[config.mk]
export PLATFORM = sky130hd
export DESIGN_NAME = go_back_n_send_window_unit
export DESIGN_NICKNAME = d
export VERILOG_FILES = /design/src/sv/gbn_pkg.sv /design/src/sv/gbn_dp.sv /design/src/sv/gbn_ctrl.sv /design/src/sv/go_back_n_send_window_unit.sv
export VERILOG_INCLUDE_DIRS = /design/src /design/src/sv
export SDC_FILE = /design/constraint.sdc
export NUM_CORES = 1
export LEC_CHECK = 0
export BUFFER_PORTS_ARGS = -buffer_cell sky130_fd_sc_hd__buf_4
export CAP_MARGIN = 20
export CORE_MARGIN = 1.5
export CORE_UTILIZATION = 45
export DETAILED_ROUTE_END_ITERATION = 12
export HOLD_SLACK_MARGIN = 0.1
export SYNTH_ARGS = -nofsm -noshare
export SYNTH_HDL_FRONTEND = slang
export SYNTH_SLANG_ARGS = --single-unit
[constraint.sdc]
create_clock -name clk -period 9.9 [get_ports clk]
set_input_delay 0.495 -clock clk [delete_from_list [all_inputs] [get_ports clk]]
set_output_delay 0.495 -clock clk [all_outputs]
set_load 0.02 [all_outputs]
[src/sv/go_back_n_send_window_unit_macros.svh]
// Assertion macros shared by the go-back-N send window unit.
`ifndef GO_BACK_N_SEND_WINDOW_UNIT_MACROS_SVH
`define GO_BACK_N_SEND_WINDOW_UNIT_MACROS_SVH

// Check that a condition implies a consequence in the same cycle.
`define GBN_ASSERT_SAME(label, clk, rst_n, ante, cons, msg) \
	label: assert property (@(posedge clk) disable iff (!rst_n) (ante) |-> (cons)) \
		else $error(msg);

// Check that a condition implies a consequence in the following cycle.
`define GBN_ASSERT_NEXT(label, clk, rst_n, ante, cons, msg) \
	label: assert property (@(posedge clk) disable iff (!rst_n) (ante) |=> (cons)) \
		else $error(msg);

`endif

[src/sv/gbn_pkg.sv]
// Shared types, codes and constants of the go-back-N send window unit.
package gbn_pkg;

	localparam int SEQ_W = 20;
	localparam int WIN_W = 7;
	localparam int TMO_W = 16;
	localparam int DUP_W = 4;
	localparam int CMD_W = 2;
	localparam int IDX_W = 2;

	localparam logic [SEQ_W-1:0] SEQ_MAX = 20'd999999;
	localparam logic [SEQ_W-1:0] SEQ_SAT = 20'hFFFFF;
	localparam logic [WIN_W-1:0] MAX_SPAN = 7'd65;
	localparam logic [DUP_W-1:0] DUP_SAT = 4'd15;

	// Register reset values
	localparam logic [SEQ_W-1:0] PACKET_COUNT_RST = 20'd1;
	localparam logic [WIN_W-1:0] WINDOW_SIZE_RST = 7'd55;
	localparam logic [TMO_W-1:0] TIMEOUT_TICKS_RST = 16'd25;
	localparam logic [DUP_W-1:0] DUP_LIMIT_RST = 4'd3;

	// Item commands
	localparam logic [CMD_W-1:0] CMD_START = 2'd0;
	localparam logic [CMD_W-1:0] CMD_ACK = 2'd1;
	localparam logic [CMD_W-1:0] CMD_TICK = 2'd2;

	// Register indexes
	localparam logic [IDX_W-1:0] REG_PACKET_COUNT = 2'd0;
	localparam logic [IDX_W-1:0] REG_WINDOW_SIZE = 2'd1;
	localparam logic [IDX_W-1:0] REG_TIMEOUT_TICKS = 2'd2;
	localparam logic [IDX_W-1:0] REG_DUP_LIMIT = 2'd3;

	// Controller to datapath commands
	typedef struct packed {
		logic take;
		logic open_win;
		logic load_cur;
		logic emit_burst;
		logic emit_done;
	} ctrl_cmd_t;

	// Datapath to controller status
	typedef struct packed {
		logic item_live;
		logic done_hit;
		logic trigger;
		logic win_empty;
		logic burst_last;
		logic slot_free;
	} dp_stat_t;

endpackage

[src/sv/gbn_dp.sv]
// Datapath of the go-back-N send window: registers, window state and output register.
module gbn_dp #(
	parameter logic [gbn_pkg::SEQ_W-1:0] SEQ_MAX = gbn_pkg::SEQ_MAX
) (
	input  logic                          clk,
	input  logic                          arst_n,
	input  logic                          cfg_we,
	input  logic [gbn_pkg::IDX_W-1:0]     cfg_index,
	input  logic [gbn_pkg::SEQ_W-1:0]     cfg_data,
	input  logic [gbn_pkg::CMD_W-1:0]     command,
	input  logic [gbn_pkg::SEQ_W-1:0]     ack_number,
	input  logic                          out_ready,
	input  gbn_pkg::ctrl_cmd_t            cmd,
	output gbn_pkg::dp_stat_t             stat,
	output logic                          out_valid,
	output logic [gbn_pkg::SEQ_W-1:0]     send_seq,
	output logic                          last_of_burst,
	output logic                          all_done
);

	localparam int SW = gbn_pkg::SEQ_W;

	logic [SW-1:0]                 packet_count_q;
	logic [gbn_pkg::WIN_W-1:0]     window_size_q;
	logic [gbn_pkg::TMO_W-1:0]     timeout_ticks_q;
	logic [gbn_pkg::DUP_W-1:0]     dup_limit_q;

	logic [SW-1:0]                 highest_ack_q;
	logic [SW-1:0]                 window_end_q;
	logic [gbn_pkg::DUP_W-1:0]     dup_count_q;
	logic [gbn_pkg::TMO_W-1:0]     idle_ticks_q;
	logic                          active_q;
	logic [SW-1:0]                 cur_q;
	logic [SW-1:0]                 stop_q;

	logic                          out_valid_q;
	logic [SW-1:0]                 send_seq_q;
	logic                          last_q;
	logic                          done_q;

	logic [SW-1:0]                 limit;
	logic [SW-1:0]                 ack_c;
	logic [gbn_pkg::WIN_W-1:0]     span;
	logic [SW:0]                   end_sum;
	logic [SW-1:0]                 end_sat;
	logic [SW:0]                   ha_inc;
	logic [SW-1:0]                 we_dec;
	logic                          slot_free;

	// Clamp the packet count and the incoming ack to the sequence ceiling
	assign limit = (packet_count_q > SEQ_MAX) ? SEQ_MAX : packet_count_q;
	assign ack_c = (ack_number > SEQ_MAX) ? SEQ_MAX : ack_number;

	// Window end for a new burst, saturated
	assign span    = (window_size_q > gbn_pkg::MAX_SPAN) ? gbn_pkg::MAX_SPAN : window_size_q;
	assign end_sum = {1'b0, highest_ack_q} + {{(SW + 1 - gbn_pkg::WIN_W){1'b0}}, span};
	assign end_sat = end_sum[SW] ? gbn_pkg::SEQ_SAT : end_sum[SW-1:0];

	assign ha_inc = {1'b0, highest_ack_q} + {{SW{1'b0}}, 1'b1};
	assign we_dec = window_end_q - {{(SW - 1){1'b0}}, 1'b1};

	assign slot_free = !out_valid_q || out_ready;

	// Report status to the controller
	always_comb begin
		stat.item_live  = (command == gbn_pkg::CMD_START) ||
			(active_q && ((command == gbn_pkg::CMD_ACK) || (command == gbn_pkg::CMD_TICK)));
		stat.done_hit   = highest_ack_q >= limit;
		stat.trigger    = (ha_inc >= {1'b0, window_end_q}) || (dup_count_q >= dup_limit_q) ||
			(idle_ticks_q >= timeout_ticks_q);
		stat.win_empty  = ha_inc >= {1'b0, window_end_q};
		stat.burst_last = cur_q == stop_q;
		stat.slot_free  = slot_free;
	end

	// Write configuration registers
	always_ff @(posedge clk or negedge arst_n) begin
		if (!arst_n) begin
			packet_count_q  <= gbn_pkg::PACKET_COUNT_RST;
			window_size_q   <= gbn_pkg::WINDOW_SIZE_RST;
			timeout_ticks_q <= gbn_pkg::TIMEOUT_TICKS_RST;
			dup_limit_q     <= gbn_pkg::DUP_LIMIT_RST;
		end else if (cfg_we) begin
			unique case (cfg_index)
				gbn_pkg::REG_PACKET_COUNT:  packet_count_q  <= cfg_data;
				gbn_pkg::REG_WINDOW_SIZE:   window_size_q   <= cfg_data[gbn_pkg::WIN_W-1:0];
				gbn_pkg::REG_TIMEOUT_TICKS: timeout_ticks_q <= cfg_data[gbn_pkg::TMO_W-1:0];
				gbn_pkg::REG_DUP_LIMIT:     dup_limit_q     <= cfg_data[gbn_pkg::DUP_W-1:0];
				default: ;
			endcase
		end
	end

	// Update the transfer state on items, bursts and completion
	always_ff @(posedge clk or negedge arst_n) begin
		if (!arst_n) begin
			highest_ack_q <= '0;
			window_end_q  <= {{(SW - 1){1'b0}}, 1'b1};
			dup_count_q   <= '0;
			idle_ticks_q  <= '0;
			active_q      <= 1'b0;
		end else begin
			if (cmd.take) begin
				if (command == gbn_pkg::CMD_START) begin
					highest_ack_q <= '0;
					window_end_q  <= {{(SW - 1){1'b0}}, 1'b1};
					dup_count_q   <= '0;
					idle_ticks_q  <= '0;
					active_q      <= 1'b1;
				end else if (active_q && command == gbn_pkg::CMD_ACK) begin
					if (ack_c > highest_ack_q) begin
						highest_ack_q <= ack_c;
						dup_count_q   <= '0;
					end else if (ack_c == highest_ack_q) begin
						if (dup_count_q < gbn_pkg::DUP_SAT)
							dup_count_q <= dup_count_q + 1'b1;
					end else begin
						dup_count_q <= '0;
					end
				end else if (active_q && command == gbn_pkg::CMD_TICK) begin
					if (idle_ticks_q < timeout_ticks_q)
						idle_ticks_q <= idle_ticks_q + 1'b1;
				end
			end
			if (cmd.open_win) begin
				window_end_q <= end_sat;
				dup_count_q  <= '0;
				idle_ticks_q <= '0;
			end
			if (cmd.emit_done)
				active_q <= 1'b0;
		end
	end

	// Hold the burst cursor and its final packet number
	always_ff @(posedge clk) begin
		if (cmd.load_cur) begin
			cur_q  <= ha_inc[SW-1:0];
			stop_q <= (we_dec < limit) ? we_dec : limit;
		end else if (cmd.emit_burst) begin
			cur_q <= cur_q + 1'b1;
		end
	end

	// Output register: drop the beat when taken, load a new one when free
	always_ff @(posedge clk or negedge arst_n) begin
		if (!arst_n)
			out_valid_q <= 1'b0;
		else if (cmd.emit_burst || cmd.emit_done)
			out_valid_q <= 1'b1;
		else if (out_ready)
			out_valid_q <= 1'b0;
	end

	always_ff @(posedge clk) begin
		if (cmd.emit_burst) begin
			send_seq_q <= cur_q;
			last_q     <= cur_q == stop_q;
			done_q     <= 1'b0;
		end else if (cmd.emit_done) begin
			send_seq_q <= '0;
			last_q     <= 1'b1;
			done_q     <= 1'b1;
		end
	end

	assign out_valid     = out_valid_q;
	assign send_seq      = send_seq_q;
	assign last_of_burst = last_q;
	assign all_done      = done_q;

endmodule

[src/sv/gbn_ctrl.sv]
// Controller state machine of the go-back-N send window.
module gbn_ctrl (
	input  logic               clk,
	input  logic               arst_n,
	input  logic               in_valid,
	output logic               in_ready,
	input  gbn_pkg::dp_stat_t  stat,
	output gbn_pkg::ctrl_cmd_t cmd
);

	localparam logic [1:0] ST_IDLE  = 2'd0;
	localparam logic [1:0] ST_EVAL  = 2'd1;
	localparam logic [1:0] ST_SETUP = 2'd2;
	localparam logic [1:0] ST_BURST = 2'd3;

	logic [1:0] state_q;
	logic [1:0] state_d;

	assign in_ready = state_q == ST_IDLE;

	// Decode commands and the next state
	always_comb begin
		state_d        = state_q;
		cmd.take       = 1'b0;
		cmd.open_win   = 1'b0;
		cmd.load_cur   = 1'b0;
		cmd.emit_burst = 1'b0;
		cmd.emit_done  = 1'b0;
		unique case (state_q)
			ST_IDLE: begin
				if (in_valid) begin
					cmd.take = 1'b1;
					if (stat.item_live)
						state_d = ST_EVAL;
				end
			end
			ST_EVAL: begin
				if (stat.done_hit) begin
					if (stat.slot_free) begin
						cmd.emit_done = 1'b1;
						state_d       = ST_IDLE;
					end
				end else if (stat.trigger) begin
					cmd.open_win = 1'b1;
					state_d      = ST_SETUP;
				end else begin
					state_d = ST_IDLE;
				end
			end
			ST_SETUP: begin
				cmd.load_cur = 1'b1;
				state_d      = stat.win_empty ? ST_IDLE : ST_BURST;
			end
			ST_BURST: begin
				if (stat.slot_free) begin
					cmd.emit_burst = 1'b1;
					if (stat.burst_last)
						state_d = ST_IDLE;
				end
			end
			default: state_d = ST_IDLE;
		endcase
	end

	// Advance the state
	always_ff @(posedge clk or negedge arst_n) begin
		if (!arst_n)
			state_q <= ST_IDLE;
		else
			state_q <= state_d;
	end

endmodule

[src/sv/go_back_n_send_window_unit.sv]
// Go-back-N sender window: takes start, ack and tick items and emits the packet numbers to send,
// one beat per cycle while the output slot is free, ending with a single completion beat. The
// unit handles one item at a time: an ack or tick that comes while no transfer runs is taken and
// ignored; any other item is accepted and then checked for completion or a trigger, and a triggered
// window is set up before its packet numbers go out, an empty burst ending after the setup. The
// steps are set by the controller state machine and its single output register; a waiting beat
// that is not yet taken holds back the next beat or the completion beat. The input is taken again
// while the last beat still waits.
module go_back_n_send_window_unit #(
	parameter logic [gbn_pkg::SEQ_W-1:0] SEQ_MAX = gbn_pkg::SEQ_MAX
) (
	input  logic                          clk,
	input  logic                          arst_n,
	input  logic                          cfg_we,
	input  logic [gbn_pkg::IDX_W-1:0]     cfg_index,
	input  logic [gbn_pkg::SEQ_W-1:0]     cfg_data,
	input  logic                          in_valid,
	output logic                          in_ready,
	input  logic [gbn_pkg::CMD_W-1:0]     command,
	input  logic [gbn_pkg::SEQ_W-1:0]     ack_number,
	output logic                          out_valid,
	input  logic                          out_ready,
	output logic [gbn_pkg::SEQ_W-1:0]     send_seq,
	output logic                          last_of_burst,
	output logic                          all_done
);

	`include "go_back_n_send_window_unit_macros.svh"

	gbn_pkg::ctrl_cmd_t cmd;
	gbn_pkg::dp_stat_t  stat;

	gbn_ctrl u_ctrl (
		.clk      (clk),
		.arst_n   (arst_n),
		.in_valid (in_valid),
		.in_ready (in_ready),
		.stat     (stat),
		.cmd      (cmd)
	);

	gbn_dp #(
		.SEQ_MAX (SEQ_MAX)
	) u_dp (
		.clk           (clk),
		.arst_n        (arst_n),
		.cfg_we        (cfg_we),
		.cfg_index     (cfg_index),
		.cfg_data      (cfg_data),
		.command       (command),
		.ack_number    (ack_number),
		.out_ready     (out_ready),
		.cmd           (cmd),
		.stat          (stat),
		.out_valid     (out_valid),
		.send_seq      (send_seq),
		.last_of_burst (last_of_burst),
		.all_done      (all_done)
	);

	// A completion beat carries packet number zero and closes its item
	`GBN_ASSERT_SAME(a_done_beat, clk, arst_n, out_valid && all_done, last_of_burst && (send_seq == '0), "completion beat malformed")
	// No new item is taken while a burst is going out
	`GBN_ASSERT_SAME(a_no_take_in_burst, clk, arst_n, cmd.emit_burst || cmd.emit_done, !in_ready, "item accepted during burst")
	// Every emitted result shows up on the output
	`GBN_ASSERT_NEXT(a_emit_visible, clk, arst_n, cmd.emit_burst || cmd.emit_done, out_valid, "emitted beat lost")

endmodule
==> results.cfg <==
[logic_synthesis]
synth.area.top_cells = dfrtp_1, edfxtp_1, ha_1
synth_top_family_by_area = simple AND/OR/NAND/NOR gates
synth_most_common_cell = ha_1
syn_nets = 1342
syn-instance-count = 1180
synth_area_sq_um = 11520
ys_seq_elements = 173
yosysSeqAreaShare_pct = 40.30
synth_compound_area_share_pct = 11.82
synthSimpleGateAreaFrac_pct = 17.46
ys.flop_type = dfrtp_1
synth_top_area_cell = dfrtp_1
synth_top_area_share_pct = 21.50
synth-async-reset-ratio_pct = 64.16
synthXorXnorAreaFrac_pct = 6.612
synth_fa_ha_area_share_pct = 12.43
synth.cells.most_frequent = ha_1, dfrtp_1, inv_1
yosysWarningCount = 0
post_synth_num_cell_types = 67
postSynthAreaPerCell_sq_um = 9.766
synth-edff-count = 61
synth_mux_area_share_pct = 6.775

[worst_setup_path]
crit_buf_inv = 1
path_cells = nand3_1, nor3_1, nand4_1, nor3_1, xnor2_1, ha_1, o21a_1, o21ai_0, nor2_1, a21oi_1, nand2_1, o311ai_2, buf_4, nand2_1, nor2_1
r2r_start = u_dp.highest_ack_q[2]
cp_data_required_time_ns = 10.26
worstRegToRegCells = 15
crit_path_end_kind = flop
cp.arrival_ns = 5.08
crit_family = simple AND/OR/NAND/NOR gates
worstReg2RegEnd = u_dp.idle_ticks_q[13]
cp-start-kind = flop
critPathKind = reg2reg
rrSetupSlack_ns = 5.18
cp_max_fo = 55
max_stage_delay_ns = 0.54
cp_slowest_cell = dfrtp_1

[min_path]
hold_depth = 3
min-delay-start = cfg_data[18]
hold_path.class = in2reg
holdPathEnd = u_dp.packet_count_q[18]

[clock_tree]
cts_made_buffers = 17
clockRootBuffer = clkbuf_16
clk_latency_ns = 0.43
cts-htree-levels = 4
cts_num_sinks = 173
cts_resized = 0
clock_path_buffers = 2
clk_pin_slew_worst_paths_ns = 0.07
tritoncts = built

[floorplanning]
start_util_pct = 45.76
die_h_um = 163.0
die_w_um = 163.0
core_area_sq_um = 25180
dieArea_sq_um = 26580
placementRows = 58
ios = 73

[layout]
antennaDiodeCount = 0
area_delta_synth_final_pct = 13.06
regArea_sq_um = 4644
drive_gt1_share_pct = 15.70
nFillCells = 2323
finalInstanceArea_sq_um = 13030
multi_input_area_sq_um = 6370
final_nets = 1404

[sta]
clock.fmax_mhz = 211.8
slew_viol_final = 0
hold_ws_ns = 0.2706
hold_viol = 0
worstMarginPinSlew_ns = 0.9573
max_slew_margin_pct = 35.99
post-route-period-util_pct = 47.68
clock_skew_ns = 0.01393
min_period_ns = 4.721
setup_tns_ns = 0
setup_viol_count_final = 0
rsz0062_at_grt = no

[power]
vdd_ir_drop_max_v = 0.0001287
p_per_area_nw_per_um2 = 261.7
p_leak_nw = 5.664

[global_route]
gr-usage-all-layers_pct = 23.78
grt_pass1_wl_um = 48220
overflow = 0
antenna_found_initial = 0
grt_start_max_net_pins = 77
grt_pass1_vias = 8660

[routing]
drc = 0
ant_nets = 0
wirelength_um = 29920
vias_per_cell = 5.593
drtIter0Drc = 772
vias = 8865
wl_per_cell_um = 18.88
dr.pass1.iters = 5

[placement]
portBuffers = 72
dp_hpwl_um = 23310
dpl-instance-area_sq_um = 12380
gp_congestion = 0.9476

[outcome]
status = finished clean

[job]
maxCapViolCount = 0
-- state kept, by name, indices dropped and copies added, names as in the netlist --
| register | flops |
|---|---|
| u_dp.cur_q | 20 |
| u_dp.highest_ack_q | 20 |
| u_dp.packet_count_q | 20 |
| u_dp.send_seq | 20 |
| u_dp.stop_q | 20 |
| u_dp.window_end_q | 20 |
| u_dp.idle_ticks_q | 16 |
| u_dp.timeout_ticks_q | 16 |
| u_dp.window_size_q | 7 |
| u_dp.dup_count_q | 4 |
| u_dp.dup_limit_q | 4 |
| u_ctrl.state_q | 2 |
| u_dp.active_q | 1 |
| u_dp.all_done | 1 |
| u_dp.last_of_burst | 1 |
| u_dp.out_valid | 1 |
-- cell usage in the layout, fill, tap and decap left out, types with 30 or more instances in the layout --
| cell | synthesis | routed |
|---|---|---|
| o21ai_0 | 65 | 65 |
| nand4_1 | 32 | 32 |
| xnor2_1 | 60 | 60 |
| and2_1 | 38 | 38 |
| buf_4 | 2 | 81 |
| a21oi_1 | 56 | 56 |
| inv_1 | 93 | 93 |
| ha_1 | 112 | 112 |
| nand2_1 | 84 | 84 |
| nor3_1 | 30 | 30 |
| nor2_1 | 67 | 67 |
| mux2_2 | 44 | 44 |
| dfrtp_1 | 99 | 99 |
| nand3_1 | 51 | 51 |
| edfxtp_1 | 61 | 61 |
-- layer usage --
metal	track usage, %	vias up	share of wire (%)
met4	7.506	0	2.2
met2	35.61	240	43
met3	3.454	32	5.2
met1	35.24	4260	49
met5	0	-	0
li1	-	4333	-
-- cells by family (layout without fill, tap and decap cells) --
kind of cell	count (synthesis)	count (layout)
compound gates	214	214
xor+xnor	87	87
fa+ha+maj	114	114
buf+inv	133	208
flops	173	173
mux	66	66
simple gates	393	393
-- area by class of cell --
cell class / count / share of cell area [%]
repair buffers: 83 / 4.955
multi-input cells: 874 / 48.89
inverters: 93 / 2.679
flip-flops and latches: 173 / 35.65
clock buffers: 17 / 3.265
well taps: 330 / 3.169
clock inverters: 15 / 1.392
-- worst register-to-register path, cell delays in order (launching register included) --
cell	delay [ns]
dfrtp_1	0.54
nand3_1	0.20
nor3_1	0.34
nand4_1	0.40
nor3_1	0.36
xnor2_1	0.27
ha_1	0.33
o21a_1	0.11
o21ai_0	0.29
nor2_1	0.09
a21oi_1	0.17
nand2_1	0.17
o311ai_2	0.36
buf_4	0.54
nand2_1	0.29
nor2_1	0.17
-- how the worst max path moves through the flow --
stage,to,startpoint,slack (ns),depth (start not counted)
6_report,u_dp.idle_ticks_q[13],u_dp.highest_ack_q[2],5.18,15
3_5_place_dp,u_dp.idle_ticks_q[6],u_dp.highest_ack_q[3],5.28,15
4_1_cts,u_dp.idle_ticks_q[9],u_dp.highest_ack_q[3],5.25,15
5_1_grt,u_dp.idle_ticks_q[11],u_dp.highest_ack_q[2],4.80,15
2_1_floorplan,u_dp.stop_q[0],u_dp.window_end_q[3],6.33,15
3_3_place_gp,u_dp.idle_ticks_q[9],u_dp.highest_ack_q[2],5.38,15
-- metrics by stage --
stage / total power [mW] / std cells / worst slack (ns) / utilization, %
CTS: 3.410 / 1584 / 5.251 / 51.63
global route: 3.660 / 1585 / 4.800 / 51.74
floorplan: 2.248 / 1180 / 6.327 / -
finish: 3.409 / 1585 / 5.179 / 51.74
global placement: 2.669 / 1551 / 5.383 / 49.18
detailed placement: 2.691 / 1551 / 5.284 / 49.18
-- report_power, final --
group | internal (mW) | total (mW) | switching (mW) | leakage (nW)
clock network | 0.401 | 0.716 | 0.315 | 0.283
logic | 0.655 | 1.51 | 0.851 | 3.40
registers | 0.979 | 1.19 | 0.209 | 1.99
total | 2.04 | 3.41 | 1.37 | 5.66
-- what timing repair did --
| action | CTS | global route |
|---|---|---|
| hold buffers | 1 | 0 |
| endpoints found under the hold margin | 35 | 0 |
| setup buffers | 0 | 0 |
(Power assumes the default switching activity.)
